<file path="src/design/lidar_polar_to_world_filter_defines.svh">
// Assertion macros shared by the filter RTL.
// The macros pick up clk and rst_n from the module that uses them.
`ifndef LIDAR_POLAR_TO_WORLD_FILTER_DEFINES_SVH
`define LIDAR_POLAR_TO_WORLD_FILTER_DEFINES_SVH
`ifndef SYNTHESIS
`define LPWF_ASSERT_IMP(lbl, ante, cons) \
    lbl: assert property (@(posedge clk) disable iff (!rst_n) (ante) |-> (cons)) \
        else $error("lpwf: same-cycle check failed");
`define LPWF_ASSERT_NEXT(lbl, ante, cons) \
    lbl: assert property (@(posedge clk) disable iff (!rst_n) (ante) |=> (cons)) \
        else $error("lpwf: next-cycle check failed");
`else
`define LPWF_ASSERT_IMP(lbl, ante, cons)
`define LPWF_ASSERT_NEXT(lbl, ante, cons)
`endif
`endif

</file>
<file path="src/design/lpwf_pkg.sv">
package lpwf_pkg;

    localparam int TRIG_FRAC_BITS = 16;
    localparam int REL_FRAC       = 8;
    localparam int NUM_CELLS      = 7;

    // action codes
    localparam logic [1:0] ACT_POSE   = 2'd0;
    localparam logic [1:0] ACT_POINT  = 2'd1;
    localparam logic [1:0] ACT_END    = 2'd2;
    localparam logic [1:0] ACT_UNUSED = 2'd3;

    // register indexes
    localparam logic [2:0] REG_LIMIT_X_LOW    = 3'd0;
    localparam logic [2:0] REG_LIMIT_X_HIGH   = 3'd1;
    localparam logic [2:0] REG_LIMIT_Y_LOW    = 3'd2;
    localparam logic [2:0] REG_LIMIT_Y_HIGH   = 3'd3;
    localparam logic [2:0] REG_BORDER_MARGIN  = 3'd4;
    localparam logic [2:0] REG_MOUNT_OFFSET_X = 3'd5;
    localparam logic [2:0] REG_MOUNT_OFFSET_Y = 3'd6;

    localparam logic [15:0] ANG_FULL = 16'd36000;
    localparam logic [15:0] ANG_Q1   = 16'd9000;
    localparam logic [15:0] ANG_Q2   = 16'd18000;
    localparam logic [15:0] ANG_Q3   = 16'd27000;
    localparam logic [31:0] RAD_K44  = 32'd3070415691;
    localparam logic [30:0] ONE_Q30  = 31'h4000_0000;

    // derived widths
    localparam int TW       = TRIG_FRAC_BITS + 2;      // trig magnitude
    localparam int TSW      = TW + 1;                  // signed trig
    localparam int PW       = TSW + 17;                // distance * trig
    localparam int RW       = 28;                      // sensor-relative Q8 mm
    localparam int MW       = RW + TSW;                // rotation product
    localparam int GW       = MW + 2;                  // world sum
    localparam int TRIG_SH  = 30 - TRIG_FRAC_BITS;
    localparam int REL_SH   = TRIG_FRAC_BITS - REL_FRAC;
    localparam int SCALE_SH = REL_FRAC + TRIG_FRAC_BITS;

    localparam logic [31:0] RND_TRIG = 32'(64'd1 << (TRIG_SH - 1));
    localparam logic signed [PW-1:0] RND_REL = PW'(64'd1 << (REL_SH - 1));
    localparam logic signed [GW-1:0] RND_OUT = GW'(64'd1 << (SCALE_SH - 1));

    // Horner step divisors k*(k-1) and floor(2^32/d) per cell
    localparam logic [7:0] COS_DIV [NUM_CELLS] =
        '{8'd182, 8'd132, 8'd90, 8'd56, 8'd30, 8'd12, 8'd2};
    localparam logic [31:0] COS_RCP [NUM_CELLS] = '{
        32'((64'd1 << 32) / 64'd182), 32'((64'd1 << 32) / 64'd132),
        32'((64'd1 << 32) / 64'd90),  32'((64'd1 << 32) / 64'd56),
        32'((64'd1 << 32) / 64'd30),  32'((64'd1 << 32) / 64'd12),
        32'((64'd1 << 32) / 64'd2)};
    // first sine entry is a don't-care: that cell passes one through
    localparam logic [7:0] SIN_DIV [NUM_CELLS] =
        '{8'd156, 8'd156, 8'd110, 8'd72, 8'd42, 8'd20, 8'd6};
    localparam logic [31:0] SIN_RCP [NUM_CELLS] = '{
        32'((64'd1 << 32) / 64'd156), 32'((64'd1 << 32) / 64'd156),
        32'((64'd1 << 32) / 64'd110), 32'((64'd1 << 32) / 64'd72),
        32'((64'd1 << 32) / 64'd42),  32'((64'd1 << 32) / 64'd20),
        32'((64'd1 << 32) / 64'd6)};

    typedef struct packed {
        logic [1:0]         action;
        logic [15:0]        point_angle;
        logic [15:0]        point_distance;
        logic signed [15:0] pose_x;
        logic signed [15:0] pose_y;
        logic [15:0]        pose_heading;
    } in_item_t;

    typedef struct packed {
        logic signed [15:0] world_x;
        logic signed [15:0] world_y;
        logic               end_of_scan;
    } out_item_t;

    // sideband riding the pipe; index 0 point angle, index 1 heading
    typedef struct packed {
        logic               is_end;
        logic [15:0]        rng;
        logic [1:0][1:0]    quad;
        logic signed [15:0] rob_x;
        logic signed [15:0] rob_y;
        logic [1:0][30:0]   x;
    } meta_t;

    typedef struct packed {
        logic [1:0][31:0] x2;
        logic [1:0][30:0] ts;
        logic [1:0][30:0] tc;
    } series_t;

    typedef struct packed {
        logic        sin_skip;
        logic [7:0]  sin_div;
        logic [31:0] sin_rcp;
        logic [7:0]  cos_div;
        logic [31:0] cos_rcp;
    } cell_cfg_t;

    typedef struct packed {
        logic signed [17:0] lo_x;
        logic signed [17:0] hi_x;
        logic signed [17:0] lo_y;
        logic signed [17:0] hi_y;
    } window_t;

endpackage

</file>
<file path="src/design/lpwf_front.sv">
// Angle reduction, radian conversion and squaring for both angles.
module lpwf_front
    import lpwf_pkg::*;
(
    input  logic               clk,
    input  logic               rst_n,
    input  logic               en,
    input  logic               load,
    input  logic               is_end,
    input  logic [15:0]        angle,
    input  logic [15:0]        range_mm,
    input  logic [15:0]        heading,
    input  logic signed [15:0] rob_x,
    input  logic signed [15:0] rob_y,
    output logic               out_valid,
    output meta_t              out_meta,
    output series_t            out_ser
);

    function automatic logic [15:0] ang_split(input logic [15:0] ang);
        logic [15:0] a;
        logic [1:0]  q;
        logic [15:0] r;
        a = (ang >= ANG_FULL) ? ang - ANG_FULL : ang;
        priority if (a >= ANG_Q3)
        begin
            q = 2'd3;
            r = a - ANG_Q3;
        end
        else if (a >= ANG_Q2)
        begin
            q = 2'd2;
            r = a - ANG_Q2;
        end
        else if (a >= ANG_Q1)
        begin
            q = 2'd1;
            r = a - ANG_Q1;
        end
        else
        begin
            q = 2'd0;
            r = a;
        end
        return {q, r[13:0]};
    endfunction

    logic             v0_reg, v1_reg, v2_reg;
    meta_t            meta0_reg, meta1_reg, meta2_reg;
    meta_t            meta0_next, meta1_next;
    logic [1:0][13:0] r0_reg;
    logic [1:0][13:0] r0_next;
    logic [1:0][31:0] x2_reg;
    logic [1:0][31:0] x2_next;
    logic [15:0]      sp_pt, sp_hd;
    logic [45:0]      xk [2];
    logic [61:0]      sq [2];

    always_comb
    begin
        sp_pt = ang_split(angle);
        sp_hd = ang_split(heading);
        meta0_next        = '0;
        meta0_next.is_end = is_end;
        meta0_next.rng    = range_mm;
        meta0_next.quad   = {sp_hd[15:14], sp_pt[15:14]};
        meta0_next.rob_x  = rob_x;
        meta0_next.rob_y  = rob_y;
        r0_next           = {sp_hd[13:0], sp_pt[13:0]};
    end

    always_comb
    begin
        meta1_next = meta0_reg;
        for (int j = 0; j < 2; j++)
        begin
            xk[j] = 46'(r0_reg[j]) * 46'(RAD_K44) + 46'(14'h2000);
            meta1_next.x[j] = xk[j][44:14];
            sq[j] = 62'(meta1_reg.x[j]) * 62'(meta1_reg.x[j]);
            x2_next[j] = sq[j][61:30];
        end
    end

    always_ff @(posedge clk or negedge rst_n)
    begin
        if (!rst_n)
        begin
            v0_reg <= 1'b0;
            v1_reg <= 1'b0;
            v2_reg <= 1'b0;
        end
        else if (en)
        begin
            v0_reg <= load;
            v1_reg <= v0_reg;
            v2_reg <= v1_reg;
        end
    end

    always_ff @(posedge clk)
    begin
        if (en)
        begin
            meta0_reg <= meta0_next;
            r0_reg    <= r0_next;
            meta1_reg <= meta1_next;
            meta2_reg <= meta1_reg;
            x2_reg    <= x2_next;
        end
    end

    assign out_valid = v2_reg;
    assign out_meta  = meta2_reg;
    always_comb
    begin
        out_ser.x2 = x2_reg;
        out_ser.ts = {ONE_Q30, ONE_Q30};
        out_ser.tc = {ONE_Q30, ONE_Q30};
    end

endmodule

</file>
<file path="config.mk">
export PLATFORM = sky130hd
export DESIGN_NAME = lpwf_front
export DESIGN_NICKNAME = d
export VERILOG_FILES = /design/src/design/lidar_polar_to_world_filter_defines.svh /design/src/design/lpwf_pkg.sv /design/src/design/lpwf_front.sv
export SDC_FILE = /design/constraint.sdc
export NUM_CORES = 2
export LEC_CHECK = 0
export ABC_AREA = 1
export BUFFER_PORTS_ARGS = -buffer_cell sky130_fd_sc_hd__buf_4
export CORE_ASPECT_RATIO = 0.7
export CORE_MARGIN = 10
export CORE_UTILIZATION = 65
export CTS_CLUSTER_DIAMETER = 150
export DETAILED_ROUTE_END_ITERATION = 16
export GPL_ROUTABILITY_DRIVEN = 0
export HOLD_SLACK_MARGIN = 0.05
export PLACE_DENSITY_LB_ADDON = 0.2
export SLEW_MARGIN = 20
export SYNTH_ARGS = -nofsm -noshare
export SYNTH_HDL_FRONTEND = slang
export SYNTH_SLANG_ARGS = --single-unit
</file>
<file path="constraint.sdc">
create_clock -name clk -period 8.7 [get_ports clk]
set_input_delay 1.74 -clock clk [delete_from_list [all_inputs] [get_ports clk]]
set_output_delay 1.74 -clock clk [all_outputs]
set_load 0.005 [all_outputs]
</file>
==> results.txt <==
The flow ran to the end, and the final reports show no timing, DRC or antenna violations. The DRC violations left is 0. TritonCTS built the clock tree.

The first TritonRoute pass finished after 9 iterations. In this run the core area contains 111 standard-cell rows. Counting flops with a built-in enable in the synthesized netlist gives 375. Entering global routing, the biggest net connects 168 pins. The number of filler instances in the final layout came out at 10191. The clock transition at the register clock pins on the worst setup and hold paths after CTS is 0.06 ns.

The synthesized area came out at 85520 um^2. The class of the worst hold path is flip-flop to flip-flop. Setup repair after global routing left no endpoint under its margin. The count of buffers added by post-CTS timing repair for setup is 0. The number of diodes added for antenna fixing is 0.

The slew at the pin closest to its max-slew limit is 1.153 ns. The share of the yosys chip area belonging to registers came out at 13.26%. The critical path's largest stage delay came out at 1.01 ns. The most common cell type on the critical path is fa_1. The total count of max-transition violations in the final report is 0. The total of buffers placed on input and output ports is 264. The Yosys step of the flow raised 0 warnings. STA classifies the critical path endpoint as a flip-flop. The total of cells resized after clock tree synthesis is 0.

The cell taking the most area after synthesis is fa_1. The first global-routing pass estimated 366.2 mm of wire. Static timing analysis puts the maximum clock frequency at 0.1175 GHz. The mean instance size in the synthesized netlist is 8.987 um^2. Counting along the longest clock path gives a buffer depth of 3.

The worst slew margin relative to its limit came out at 23.10%. Among all flip-flop cells after synthesis, the most frequent one is edfxtp_1. The clock drives 378 sinks. The tree is rooted in a clkbuf_16. In this run the remaining antenna-violating nets after routing total 0.

The area share of the largest cell type after synthesis is 41.01%. The library cell contributing the largest single delay on the critical path is edfxtp_1. From left edge to right edge, the die measures 453.5 um. The final critical-path required period came out at 8.512 ns. The number of placed I/O pins is 389.

The cts-stage hold buffer count came out at 0. The starting utilization of the core area is 65.37%. In this design, the largest share of critical-path delay is due to adder cells. The post-detailed-route via-to-cell ratio is 5.441. In the post-synthesis netlist, the biggest area contributors are fa_1, edfxtp_1, ha_1. The number of setup violations in the final report is 0.

The number of endpoints with negative hold slack in the final report is 0. The count of mapped cells out of synthesis came out at 9515. The number of flip-flops and latches in the synthesized netlist came out at 378. At the worst endpoint, the required time is 9.09 ns.

The signal on the critical path passes through buf_4 > nand2_1 > inv_1 > fa_1 > fa_1 > inv_1 > fa_1 > fa_1 > fa_1 > inv_1 > fa_1 > fa_1 > fa_1 > ha_1 > nand2_1 > nor2_1 > inv_1 > nor2_1 > nand4_1 > o21ai_0 > a21boi_0 > o21ai_0 > xor2_1. Detailed routing inserted a total of 62527 vias. From bottom edge to top edge, the die measures 323.5 um. After synthesis, the share of flip-flops with an asynchronous set or reset is 0.7937%. The number of antenna violations at the first check in global routing is 2. The finished cells cover 90580 um^2. The wire-length estimate of the detail-placed layout is 192.9 mm.

The via count of the first global-routing pass is 67118. In this run the worst path has a maximum fanout of 19. The post-detailed-placement cell area came out at 89160 um^2.

The number of distinct library cell variants in the gate-level netlist after synthesis came out at 58. The data arrival time of the critical path came out at 8.90 ns. The total global routing overflow is 0. The worst setup path is of the flip-flop to flip-flop kind. The combined global-route utilization of all metal layers is 31.93%.

The worst-skew pair later-pin latency came out at 0.69 ns. The share of the clock period used by the worst path after layout is 97.83%. Together, buffers and inverters on the worst path number 5. The kind of start point of the critical path is a flip-flop. Clock skew on the completed layout was measured at 0.06550 ns. The routed wire length is 227.1 mm.

The number of clock buffers inserted by TritonCTS came out at 43. The H-tree level count is 2. The detailed router finished its first iteration with 6309 violations. The routed length per placed instance came out at 19.76 um. The core region area came out at 130800 um^2. The fraction of final layout cells sized beyond drive strength 1 is 5.318%. The total die area came out at 146700 um^2.

The number of violations of the max-capacitance limit is 0. The net total in the final layout came out at 12442. The final setup TNS came out at 0 ns. The synthesis-to-finish area growth is 5.927%.
-- per-stage QoR --
| step | utilization [%] | worst slack [ns] | hold slack, ns | instances |
|---|---|---|---|---|
| after floorplan | - | 1.542 | 0.4003 | 9637 |
| after detailed placement | 68.15 | 0.4577 | 0.4045 | 11414 |
| after global routing | 69.24 | 0.06255 | 0.4221 | 11492 |
| after global placement | 68.14 | 0.5230 | 0.4004 | 11413 |
| final | 69.24 | 0.1885 | 0.3863 | 11492 |
| after CTS | 69.23 | 0.4154 | 0.3996 | 11491 |
-- metal layers --
layer,part of all wire [%],up-vias,GRT usage (%)
li1,-,28028,-
met1,40,30676,44.34
met2,44,3370,49.54
met3,12,449,9.379
met4,2.9,4,7.967
met5,0.011,-,0
-- cell type report --
type / instances / area, um^2 / share of cell area, %
tap: 1751 / 2191 / 2.419
sequential: 378 / 11340 / 12.51
clock buffer: 48 / 1095 / 1.209
timing repair buffer: 357 / 2783 / 3.072
clock inverter: 29 / 314.1 / 0.3467
multi-input combinational: 5967 / 61730 / 68.15
inverter: 2962 / 11130 / 12.29
-- cell families after synthesis --
logic type                 share of synthesized area [%]
buffers and inverters                              15.10
adders and majority gates                          54.12
and+or+nand+nor                                    10.94
AOI/OAI and AO/OA                                  4.376
DFF                                                13.26
xor gates and xnor gates                           2.182
other                                           0.008782
muxes                                            0.01317
-- worst register-to-register path, cell delays in order (launching register included) --
cell and delay (ns):
edfxtp_1 1.01, buf_4 0.43, nand2_1 0.09, inv_1 0.13
fa_1 0.43, fa_1 0.55, inv_1 0.06, fa_1 0.58
fa_1 0.48, fa_1 0.56, inv_1 0.06, fa_1 0.45
fa_1 0.51, fa_1 0.41, ha_1 0.33, nand2_1 0.10
nor2_1 0.12, inv_1 0.08, nor2_1 0.39, nand4_1 0.13
o21ai_0 0.65, a21boi_0 0.29, o21ai_0 0.31, xor2_1 0.11
-- placed cells by master (no fill, tap or decap), types with 43 or more instances in the layout --
cell and count:
a21oi_1 316, buf_4 347, clkbuf_16 43, conb_1 124, edfxtp_1 375, fa_1 1752
ha_1 896, inv_1 2941, nand2_1 1676, nand3_1 137, nor2_1 357, o21ai_0 174
xnor2_1 67, xor2_1 146
-- worst paths after layout --
| check | startpoint | slack, ns | to | depth (start not counted) |
|---|---|---|---|---|
| hold reg to reg | meta0_reg[93] | 0.39 | meta1_reg[93] | 0 |
| setup / recovery | meta1_reg[39] | 0.19 | out_ser[171] | 23 |
| hold / removal | meta0_reg[93] | 0.39 | meta1_reg[93] | 0 |
| setup reg to reg | meta1_reg[39] | 0.19 | out_ser[171] | 23 |
| max in group asynchronous | rst_n | 7.73 | out_valid | 1 |
| min in group asynchronous | rst_n | 0.85 | v0_reg | 1 |
-- synthesized netlist by cell type (36+ instances only) --
library cell,number
o21ai_0,174
xor2_1,146
nand3_1,137
a31oi_1,36
buf_4,129
clkbuf_1,164
fa_1,1752
nand2_1,1676
ha_1,896
a21oi_1,316
inv_1,2941
edfxtp_1,375
nor2_1,357
xnor2_1,67
Power is not shown: default switching activity piles up to over one toggle a cycle in this logic, so the estimate is an artifact.
